## src/hdl/ifrp_pkg.sv

```systemverilog
package ifrp_pkg;

    localparam int WORD_W          = 32;
    localparam int NUM_GROUPS      = 3;
    localparam int WORDS_PER_GROUP = 3;
    localparam int NUM_WORDS       = NUM_GROUPS * WORDS_PER_GROUP;

    localparam logic [15:0] ID_ACCEL = 16'h8801;
    localparam logic [15:0] ID_GYRO  = 16'h8C01;
    localparam logic [15:0] ID_EULER = 16'hB001;

    localparam logic [7:0] HDR_BYTE0 = 8'h41;  // 'A'
    localparam logic [7:0] HDR_BYTE1 = 8'h78;  // 'x'
    localparam logic [7:0] TAIL_BYTE = 8'h6D;  // 'm'

    localparam int FRAME_MIN_BYTES = 8;
    localparam int WALK_START      = 6;
    localparam int REC_WORD_FIRST  = 3;
    localparam int REC_WORD_LAST   = 14;
    localparam int REC_SKIP_AT     = 12;
    localparam int REC_KNOWN_LEN   = 15;
    localparam int REC_UNKNOWN_LEN = 13;
    localparam int REC_CONFIRM_AT  = 16;

    typedef enum logic [1:0] {
        GRP_NONE  = 2'd0,
        GRP_ACCEL = 2'd1,
        GRP_GYRO  = 2'd2,
        GRP_EULER = 2'd3
    } t_group;

    typedef enum logic [1:0] {
        ST_UPDATED   = 2'd0,
        ST_MALFORMED = 2'd1,
        ST_NO_DATA   = 2'd2
    } t_status;

    typedef struct packed {
        logic [NUM_GROUPS-1:0]            touched;
        logic [NUM_WORDS-1:0][WORD_W-1:0] words;
    } t_shadow;

    function automatic t_group group_of(input logic [15:0] id);
        t_group g;
        case (id)
            ID_ACCEL: g = GRP_ACCEL;
            ID_GYRO:  g = GRP_GYRO;
            ID_EULER: g = GRP_EULER;
            default:  g = GRP_NONE;
        endcase
        return g;
    endfunction

endpackage

```

## src/hdl/ifrp_walk.sv

```systemverilog
module ifrp_walk #(
    parameter int POS_W = 13
) (
    input  logic                    i_clk,
    input  logic                    i_rst_n,
    input  logic                    i_step,
    input  logic                    i_clear,
    input  logic [POS_W-1:0]        i_pos,
    input  logic [7:0]              i_byte,
    output ifrp_pkg::t_shadow       o_shadow
);
    import ifrp_pkg::*;

    logic [POS_W-1:0]                       r_start, n_start;
    logic [7:0]                             r_id_lo, n_id_lo;
    t_group                                 r_group, n_group;
    logic [POS_W-1:0]                       r_pend_start, n_pend_start;
    t_group                                 r_pend_group, n_pend_group;
    logic [WORDS_PER_GROUP-1:0][WORD_W-1:0] r_pend_words, n_pend_words;
    logic [NUM_GROUPS-1:0]                  r_touched, n_touched;
    logic [NUM_WORDS-1:0][WORD_W-1:0]       r_words, n_words;

    logic [POS_W-1:0] s;
    logic [POS_W-1:0] q;
    logic [1:0]       conf_idx;
    logic             confirm;

    always_comb begin
        s            = r_start;
        q            = i_pos - (s + POS_W'(REC_WORD_FIRST));
        conf_idx     = 2'(r_pend_group) - 2'd1;
        confirm      = (r_pend_group != GRP_NONE) &&
                       (i_pos == r_pend_start + POS_W'(REC_CONFIRM_AT));
        n_start      = r_start;
        n_id_lo      = r_id_lo;
        n_group      = r_group;
        n_pend_start = r_pend_start;
        n_pend_group = r_pend_group;
        n_pend_words = r_pend_words;
        n_touched    = r_touched;
        n_words      = r_words;
        if (i_step) begin
            if (confirm) begin
                for (int j = 0; j < NUM_GROUPS; j++) begin
                    if (conf_idx == 2'(j)) begin
                        for (int k = 0; k < WORDS_PER_GROUP; k++) begin
                            n_words[j*WORDS_PER_GROUP + k] = r_pend_words[k];
                        end
                        n_touched[j] = 1'b1;
                    end
                end
                n_pend_group = GRP_NONE;
            end
            if (i_pos == s) begin
                n_id_lo = i_byte;
            end else if (i_pos == s + POS_W'(1)) begin
                n_group = group_of({i_byte, r_id_lo});
            end else if (r_group != GRP_NONE &&
                         i_pos >= s + POS_W'(REC_WORD_FIRST) &&
                         i_pos <= s + POS_W'(REC_WORD_LAST)) begin
                if (q[3:2] < 2'(WORDS_PER_GROUP)) begin
                    n_pend_words[q[3:2]][{q[1:0], 3'b000} +: 8] = i_byte;
                end
                if (i_pos == s + POS_W'(REC_WORD_LAST)) begin
                    n_pend_start = s;
                    n_pend_group = r_group;
                    n_group      = GRP_NONE;
                    n_start      = s + POS_W'(REC_KNOWN_LEN);
                end
            end else if (r_group == GRP_NONE && i_pos == s + POS_W'(REC_SKIP_AT)) begin
                n_pend_start = s;
                n_pend_group = GRP_NONE;
                n_start      = s + POS_W'(REC_UNKNOWN_LEN);
            end
        end
        o_shadow = '{touched: n_touched, words: n_words};
    end

    always_ff @(posedge i_clk) begin
        if (!i_rst_n) begin
            r_start      <= POS_W'(WALK_START);
            r_group      <= GRP_NONE;
            r_pend_group <= GRP_NONE;
            r_touched    <= '0;
        end else if (i_clear) begin
            r_start      <= POS_W'(WALK_START);
            r_group      <= GRP_NONE;
            r_pend_group <= GRP_NONE;
            r_touched    <= '0;
        end else begin
            r_start      <= n_start;
            r_group      <= n_group;
            r_pend_group <= n_pend_group;
            r_touched    <= n_touched;
        end
    end

    always_ff @(posedge i_clk) begin
        r_id_lo      <= n_id_lo;
        r_pend_start <= n_pend_start;
        r_pend_words <= n_pend_words;
        r_words      <= n_words;
    end

endmodule

```

## src/hdl/imu_frame_record_parser.sv

```systemverilog
// IMU frame record parser. Takes one frame byte per beat, frame_end set on the
// last byte, and returns one result per frame in the result register after its
// last byte leaves the input register. A byte is accepted every cycle unless a
// last byte waits on an unread result: record walk, header/tail check and commit
// are combinational between the input and result registers, and the result
// register lets the next frame stream in while a result waits. A frame is
// malformed (status 1) if shorter than 8 bytes, longer than MAX_FRAME_BYTES, not
// opening with "Ax" or not closing with 'm'. Records start at offset 6; accel,
// gyro and Euler records carry three raw 32-bit little-endian words and commit
// only if the frame is good and reaches record offset 16. A good frame with no
// commit is status 2; outputs hold latest committed words, updated-frame count.
module imu_frame_record_parser #(
    parameter int MAX_FRAME_BYTES = 4096
) (
    input  logic        i_clk,
    input  logic        i_rst_n,
    input  logic        i_in_valid,
    output logic        o_in_ready,
    input  logic [7:0]  i_data_byte,
    input  logic        i_frame_end,
    output logic        o_out_valid,
    input  logic        i_out_ready,
    output logic [1:0]  o_status,
    output logic [31:0] o_sample_number,
    output logic [31:0] o_accel_x,
    output logic [31:0] o_accel_y,
    output logic [31:0] o_accel_z,
    output logic [31:0] o_gyro_x,
    output logic [31:0] o_gyro_y,
    output logic [31:0] o_gyro_z,
    output logic [31:0] o_angle_roll,
    output logic [31:0] o_angle_pitch,
    output logic [31:0] o_angle_yaw
);
    import ifrp_pkg::*;

    localparam int               POS_W   = $clog2(MAX_FRAME_BYTES + 32);
    localparam logic [POS_W-1:0] POS_MAX = POS_W'(MAX_FRAME_BYTES);

    logic                             r_in_valid;
    logic [7:0]                       r_in_byte;
    logic                             r_in_end;

    logic [POS_W-1:0]                 r_pos;
    logic                             r_hdr_good;
    logic                             r_stopped;
    logic [NUM_WORDS-1:0][WORD_W-1:0] r_latest, n_latest;
    logic [WORD_W-1:0]                r_count, n_count;

    logic                             r_out_valid;
    t_status                          r_out_status;
    logic [WORD_W-1:0]                r_out_count;
    logic [NUM_WORDS-1:0][WORD_W-1:0] r_out_words;

    logic    adv;
    logic    in_range;
    logic    n_hdr_good;
    logic    n_stopped;
    logic    malformed;
    t_status status;
    t_shadow shadow;

    assign adv        = r_in_valid && (!r_in_end || !r_out_valid || i_out_ready);
    assign o_in_ready = !r_in_valid || adv;
    assign in_range   = r_pos < POS_MAX;

    ifrp_walk #(
        .POS_W (POS_W)
    ) u_walk (
        .i_clk    (i_clk),
        .i_rst_n  (i_rst_n),
        .i_step   (adv && in_range),
        .i_clear  (adv && r_in_end),
        .i_pos    (r_pos),
        .i_byte   (r_in_byte),
        .o_shadow (shadow)
    );

    always_comb begin
        n_hdr_good = r_hdr_good;
        if (in_range) begin
            if (r_pos == '0) begin
                n_hdr_good = (r_in_byte == HDR_BYTE0);
            end else if (r_pos == POS_W'(1)) begin
                n_hdr_good = r_hdr_good && (r_in_byte == HDR_BYTE1);
            end
        end
        n_stopped = r_stopped || !in_range;
        malformed = n_stopped || !n_hdr_good || (r_in_byte != TAIL_BYTE) ||
                    ((r_pos + POS_W'(1)) < POS_W'(FRAME_MIN_BYTES));
        n_latest  = r_latest;
        n_count   = r_count;
        if (malformed) begin
            status = ST_MALFORMED;
        end else if (shadow.touched != '0) begin
            status  = ST_UPDATED;
            n_count = r_count + WORD_W'(1);
            for (int k = 0; k < NUM_WORDS; k++) begin
                if (shadow.touched[k / WORDS_PER_GROUP]) begin
                    n_latest[k] = shadow.words[k];
                end
            end
        end else begin
            status = ST_NO_DATA;
        end
    end

    always_ff @(posedge i_clk) begin
        if (!i_rst_n) begin
            r_in_valid <= 1'b0;
        end else if (o_in_ready) begin
            r_in_valid <= i_in_valid;
        end
    end

    always_ff @(posedge i_clk) begin
        if (o_in_ready && i_in_valid) begin
            r_in_byte <= i_data_byte;
            r_in_end  <= i_frame_end;
        end
    end

    always_ff @(posedge i_clk) begin
        if (!i_rst_n) begin
            r_pos      <= '0;
            r_hdr_good <= 1'b0;
            r_stopped  <= 1'b0;
            r_latest   <= '0;
            r_count    <= '0;
        end else if (adv) begin
            if (r_in_end) begin
                r_pos      <= '0;
                r_hdr_good <= 1'b0;
                r_stopped  <= 1'b0;
                r_latest   <= n_latest;
                r_count    <= n_count;
            end else begin
                r_pos      <= in_range ? r_pos + POS_W'(1) : r_pos;
                r_hdr_good <= n_hdr_good;
                r_stopped  <= n_stopped;
            end
        end
    end

    always_ff @(posedge i_clk) begin
        if (!i_rst_n) begin
            r_out_valid <= 1'b0;
        end else if (adv && r_in_end) begin
            r_out_valid <= 1'b1;
        end else if (i_out_ready) begin
            r_out_valid <= 1'b0;
        end
    end

    always_ff @(posedge i_clk) begin
        if (adv && r_in_end) begin
            r_out_status <= status;
            r_out_count  <= n_count;
            r_out_words  <= n_latest;
        end
    end

    assign o_out_valid     = r_out_valid;
    assign o_status        = 2'(r_out_status);
    assign o_sample_number = r_out_count;
    assign o_accel_x       = r_out_words[0];
    assign o_accel_y       = r_out_words[1];
    assign o_accel_z       = r_out_words[2];
    assign o_gyro_x        = r_out_words[3];
    assign o_gyro_y        = r_out_words[4];
    assign o_gyro_z        = r_out_words[5];
    assign o_angle_roll    = r_out_words[6];
    assign o_angle_pitch   = r_out_words[7];
    assign o_angle_yaw     = r_out_words[8];

    a_pos_bound: assert property (@(posedge i_clk) disable iff (!i_rst_n)
        r_pos <= POS_MAX)
        else $error("byte position past frame limit");

    a_end_clears: assert property (@(posedge i_clk) disable iff (!i_rst_n)
        (adv && r_in_end) |=> (r_pos == '0 && r_out_valid && !r_stopped))
        else $error("frame end did not restart the frame and present a result");

    a_count_step: assert property (@(posedge i_clk) disable iff (!i_rst_n)
        (adv && r_in_end && status == ST_UPDATED) |=> (r_count == $past(r_count) + 32'd1))
        else $error("updated frame did not advance the sample count");

    a_count_hold: assert property (@(posedge i_clk) disable iff (!i_rst_n)
        (adv && !(r_in_end && status == ST_UPDATED)) |=> $stable(r_count))
        else $error("sample count moved without an updated frame");

endmodule

```

## config.mk

```make
export PLATFORM = sky130hd
export DESIGN_NAME = imu_frame_record_parser
export DESIGN_NICKNAME = d
export VERILOG_FILES = /design/src/hdl/ifrp_pkg.sv /design/src/hdl/ifrp_walk.sv /design/src/hdl/imu_frame_record_parser.sv
export SDC_FILE = /design/constraint.sdc
export NUM_CORES = 2
export LEC_CHECK = 0
export BUFFER_PORTS_ARGS = -buffer_cell sky130_fd_sc_hd__clkbuf_2
export CAP_MARGIN = 20
export CORE_UTILIZATION = 64
export DETAILED_ROUTE_END_ITERATION = 8
export PLACE_DENSITY = 0.86
export SYNTH_ARGS = -nofsm -noshare
export SYNTH_HDL_FRONTEND = slang
export SYNTH_SLANG_ARGS = --single-unit
```

## constraint.sdc

```tcl
create_clock -name i_clk -period 24.4 [get_ports i_clk]
set_clock_uncertainty 0.15 [all_clocks]
set_input_delay 1.22 -clock i_clk [delete_from_list [all_inputs] [get_ports i_clk]]
set_output_delay 1.22 -clock i_clk [all_outputs]
set_load 0.01 [all_outputs]
```

Yosys cells after proc, flatten, opt, wreduce, memory -nomap -nowiden
Index checks and enable logic that the tools add are counted.

cells by class
  $add $sub $neg = 12
  magnitude comparators = 7
  equality and inequality tests = 15
  shift-type cells = 2
  mux-type cells = 52
  bitwise operators = 3
  reductions and logical operators = 40

operators by type and width
  operator                                                                       number
  288-bit two-way mux                                                            4
  32-bit two-way mux                                                             12
  96-bit two-way mux                                                             3
  13-bit two-way mux                                                             8
  96-bit bitwise mux                                                             1
  13-bit equality test                                                           5
  32-bit demux with 2-bit select                                                 1
  13-bit by 4-bit adder with 13-bit output, second input constant                4
  16-bit equality test, second input constant                                    3
  32-bit by 1-bit adder with 32-bit output, second input constant                1
  8-bit by 7-bit variable shift with 32-bit output, first input constant         1
  8-bit by 7-bit variable part select with 32-bit output                         1
  13-bit by 1-bit adder with 13-bit output, second input constant                2
  2-bit two-way mux                                                              10
  8-bit by 7-bit equality test with 1-bit output, second input constant          2
  2-bit nonzero test                                                             7
  13-bit by 2-bit adder with 13-bit output, second input constant                1
  13-bit by 5-bit adder with 13-bit output, second input constant                1
  13-bit by 1-bit equality test with 1-bit output, second input constant         1
  13-bit greater-or-equal comparator                                             1
  13-bit less-or-equal comparator                                                1
  13-bit logical NOT                                                             1
  13-bit less-than comparator, second input constant                             1
  13-bit by 4-bit less-than comparator with 1-bit output, second input constant  1
  23 further kinds                                                               58

storage, ports and cells
  register bits = 1,093
  input bits = 13
  output and inout bits = 324
  logic and storage cells = 177

Longest topological paths before layout
  depth after elaboration = 10
  gate-level depth with buffers = 20
  gate-level depth less buffers = 20

Hierarchy
Synthesis repeated with hierarchy kept, for this count alone.

unflattened totals
  cell total of the unflattened synthesis = 2,928
  area total of the unflattened synthesis = 41,681.2 um2

modules (own cells, without submodules)
  module                   times used  cells an instance  area each (um2)  sequential area each (um2)
  imu_frame_record_parser  1           1,728              25,455.7         16,686.0
  ifrp_walk                1           1,200              16,225.6         9,679.3

Worst setup path after synthesis
OpenSTA, ideal clock, no wires.

  kind = input to register
  start point = input port i_out_ready
  end point = register r_pos[9]
  library setup time = 0.128 ns
  arrival time = 12.527 ns
  required time = 24.122 ns
  setup slack = 11.595 ns
  stages = 11
  buffers on the path = 2
  cell sequence = and3b_1 -> clkbuf_1 -> nor2_1 -> nand2_1 -> inv_1 -> clkbuf_1 -> nor2_1 -> a21oi_1 -> nor2_1 -> nor2_1 -> nor2_1

between the ends
  word-level cells in the longest chain between the ends = 3

RTL lines
  what                           RTL line                        text
  start, declared                imu_frame_record_parser.sv:22   input logic i_out_ready,
  1-bit logical OR               imu_frame_record_parser.sv:63   assign adv = r_in_valid && (!r_in_end || !r_out_valid || i_out_ready);
  1-bit logical AND              imu_frame_record_parser.sv:63
  2-bit AND reduction (no line)  n/a
  end signal, assigned           imu_frame_record_parser.sv:138  r_pos <= in_range ? r_pos + POS_W'(1) : r_pos;
  end, declared                  imu_frame_record_parser.sv:44   logic [POS_W-1:0] r_pos;

Every way passes these cells.
A chain may end at the register's enable or synchronous reset.

Worst setup path after layout
  start point = register u_walk.r_start[3]
  end point = register u_walk.r_start[4]

between the ends
  word-level cells in the longest chain between the ends = 6
  elaborated cells on any way between the ends = 23
  those cells by class = add/sub: 6; order compare: 2; eq/ne: 5; mux: 3; bitwise: 2; reduce/logical: 5

RTL lines
  what                                                           RTL line         text
  start, declared                                                ifrp_walk.sv:14  logic [POS_W-1:0] r_start, n_start;
  start signal, assigned                                         ifrp_walk.sv:81  r_start <= POS_W'(WALK_START);
  start signal, assigned                                         ifrp_walk.sv:86  r_start <= POS_W'(WALK_START);
  start signal, assigned                                         ifrp_walk.sv:91  r_start <= n_start;
  13-bit by 2-bit adder with 13-bit output                       ifrp_walk.sv:59  i_pos >= s + POS_W'(REC_WORD_FIRST) &&
  13-bit greater-or-equal comparator                             ifrp_walk.sv:59
  1-bit logical AND                                              ifrp_walk.sv:58  end else if (r_group != GRP_NONE &&
  1-bit logical AND                                              ifrp_walk.sv:59
  2-bit != test (no line) or 2-bit nonzero test (tied branches)  n/a
  5-bit AND reduction (no line)                                  n/a

Parallel ways exist; a longest one is shown, timed or not. The select of a mux whose other input is x is not followed.

==> summary.txt <==
status -> completed
post-DP HPWL -> 66.7 mm
Fill cells -> 4,131
leak pwr -> 18.5 nW
initial antenna violation count -> 0
gpl congestion -> 0.968
Post-Synth Adder-Cell Area -> 1.42%
combinational family with the most area after synthesis -> compound AO/OA/AOI/OAI gates
CTS Buf Count -> 104
Worst R2R Start -> u_walk.r_start[3]
Peak Freq -> 174 MHz
Compound-Gate Fraction of Synth Area -> 11.2%
Post-Route WL -> 106 mm
CTS resizes -> 0
Async S/R FF share, synth -> 0%
depth of the CTS H-tree -> 3
io pins -> 337
worst-path fanout max -> 11
final hold violation count -> 0
Slew @ Worst Pin -> 1.16 ns
Tmin final -> 5.74 ns
Worst Hold Class -> flip-flop to flip-flop
gr usage total -> 30.7%
clock root cell -> clkbuf_16
Mapped Area -> 42,500 sq um
TritonCTS clock tree -> built
later-pin clock latency in the skew report -> 0.68 ns
Synth Warn # -> 0
pwr/cell area -> 76.2 nW/um^2
Final Slew Violations -> 0
most common cell after layout, fill and taps aside -> dfxtp_1
reg-to-reg slack, setup -> 18.66 ns
#FFs+latches synth -> 1,093
slowest stage cell, crit path -> o21ai_0
largest net degree at the start of global routing -> 135
via count -> 30,288
sequential area share after synthesis -> 62.0%
final global-route overflow total -> 0
Final #Nets -> 4,162
Mapped Nets -> 3,934
Vias per Instance -> 5.99
Detailed Routing Iterations Pass 1 -> 8
Die Span Y -> 260 um
CTS Sinks -> 1,093
share of cells above drive strength 1 -> 13.7%
number of global-route vias before repair -> 28,218
Area Overhead vs Synth -> 13.4%
CP Depth -> 16
die area -> 67,500 sq um
IO buf count -> 336
Crit path largest cell delay -> 0.72 ns
Arr. time, crit path -> 6.19 ns
Critical Path End Type -> flip-flop
reg2reg end -> u_walk.r_start[4]
cell count of the worst hold path -> 2
most frequent cells in the layout -> 645 x dfxtp_1, 633 x nor2_1, 448 x edfxtp_1
post-route core utilization -> 73.4%
Post-CTS Setup Bufs -> 0
post-synthesis simple-gate area fraction -> 10.8%
Max-slew headroom -> 23.0%
Synth Area in XOR/XNOR -> 1.98%
chip width -> 260 um
Mean Syn Cell Area -> 11.0 sq um
row count -> 94
Worst Setup SP -> u_walk.r_start[3]
Initial Util -> 64.7%
Post-synth EDFFs -> 448
first-pass GRT wire length -> 160 mm
DRC viols -> 0
WP buf/inv -> 2
Tcrit/Tclk final -> 23.5%
drt first-iter violations -> 3,108
Post-CTS Hold Buffers -> 0
WL/cell -> 21.0 um
CP top delay family -> simple AND/OR/NAND/NOR gates
# setup viols final -> 0
mux cell area share after synthesis -> 7.13%
clk slew on worst S/H paths -> 0.06 ns
worst path required time -> 24.85 ns
critical path endpoint -> u_walk.r_start[4]
Routed Antenna Nets -> 0
Syn Inst Count -> 3,874
Worst setup SP type -> flip-flop
Max-Cap Viols -> 0
core area -> 65,700 sq um
Yosys cell types -> 75
RSZ-0062 raised after global routing -> false
clk buf depth -> 3
Final TNS setup -> 0 ns
Setup CP Type -> flip-flop to flip-flop
crit path cell chain -> clkinv_1, ha_1, a21boi_0, nor2_1, xnor2_1, ha_1, and4_1, nand4_1, or4_1, o31a_1, nor2_1, inv_1, fa_1, o21ai_0, nor4b_1, mux2i_1
reg2reg path depth -> 16
maximum vdd drop -> 0.0633 mV
Primary FF master, synth -> dfxtp_1
[worst min-delay path, stage by stage (launching register included)]
cell and delay (ns):
dfxtp_1 0.31, mux2i_1 0.09, inv_1 0.06
[worst min path at each step]
| stage | startpoint | end | slack, ns |
|---|---|---|---|
| floorplan | u_walk.r_start[4] | u_walk.r_pend_start[4] | 0.25 |
| global placement | u_walk.r_words[135] | u_walk.r_words[135] | 0.31 |
| detailed placement | u_walk.r_words[22] | u_walk.r_words[22] | 0.31 |
| CTS | u_walk.r_words[283] | u_walk.r_words[283] | 0.33 |
| global route | u_walk.r_words[88] | u_walk.r_words[88] | 0.35 |
| finish | u_walk.r_words[115] | u_walk.r_words[115] | 0.33 |
[power breakdown]
part           internal, mW  leakage (nW)  switching, mW
logic                0.0189          7.76         0.0496
clock network         0.965          1.78          0.709
registers              1.92          8.97         0.0148
total                  2.90          18.5          0.773
[metrics by stage]
step	instance area [sq um]	setup WS [ns]	power [mW]	cells	hold slack, ns
global route	48200	18.31	3.76	5058	0.348
CTS	48200	18.72	3.68	5051	0.331
detailed placement	44500	18.16	2.04	4853	0.312
global placement	44500	18.33	2.04	4852	0.306
finish	48200	18.66	3.67	5059	0.331
floorplan	42500	11.60	2.01	3874	0.253
[cells in the mapped netlist, drive strengths merged, types with 7 or more instances]
cell type / number / area share (%)
nand2: 71 / 0.63
and4: 8 / 0.16
nor3: 32 / 0.38
nand3: 45 / 0.53
xnor2: 56 / 1.2
xor2: 35 / 0.72
o31ai: 9 / 0.16
a21o: 7 / 0.12
and3: 15 / 0.22
or4: 20 / 0.36
a211oi: 294 / 5.2
o21a: 9 / 0.16
nor2b: 10 / 0.15
nor2: 635 / 5.6
and2: 41 / 0.60
ha: 45 / 1.3
edfxtp: 448 / 32
dfxtp: 645 / 30
mux2i: 301 / 7.1
a21oi: 342 / 4.0
clkbuf: 90 / 0.80
o21ai: 50 / 0.59
buf: 159 / 1.9
nor4: 26 / 0.38
nand4: 26 / 0.40
inv: 318 / 2.8
or3: 48 / 0.71
[area by class of cell]
cell class	instances	area, sq um	area share [%]
sequential	1093	26400	54.7
clock buffer	149	3120	6.48
tap	864	1080	2.24
clock inverter	49	510	1.06
inverter	319	1210	2.51
timing repair buffer	371	1980	4.11
multi-input combinational	2213	13900	28.9
antenna	1	2.50	0.00519
[per-layer routing]
layer / track usage, % / routed length (um) / vias up
met2: 50.1 / 51400 / 1382
met3: 4.74 / 8010 / 235
met1: 40.5 / 42700 / 14681
met5: 0 / 0 / -
li1: - / - / 13990
met4: 14.2 / 4370 / 0
[sequential cells by signal, summed over array words and instances (netlist names), 32 cells and up]
name	count
o_accel_x	32
o_accel_z	32
o_accel_y	32
o_angle_yaw	32
o_gyro_z	32
o_angle_pitch	32
u_walk.r_words	288
o_angle_roll	32
o_gyro_x	32
o_gyro_y	32
u_walk.r_pend_words	96
r_count	32
r_latest	288
o_sample_number	32
[cell families after synthesis]
logic type / count (synthesis)
muxes: 303
buffers and inverters: 568
xor gates and xnor gates: 93
AOI/OAI and AO/OA: 759
adders and majority gates: 47
and+or+nand+nor: 1011
DFF: 1093
Note: power is estimated with default switching activity, not from simulation.
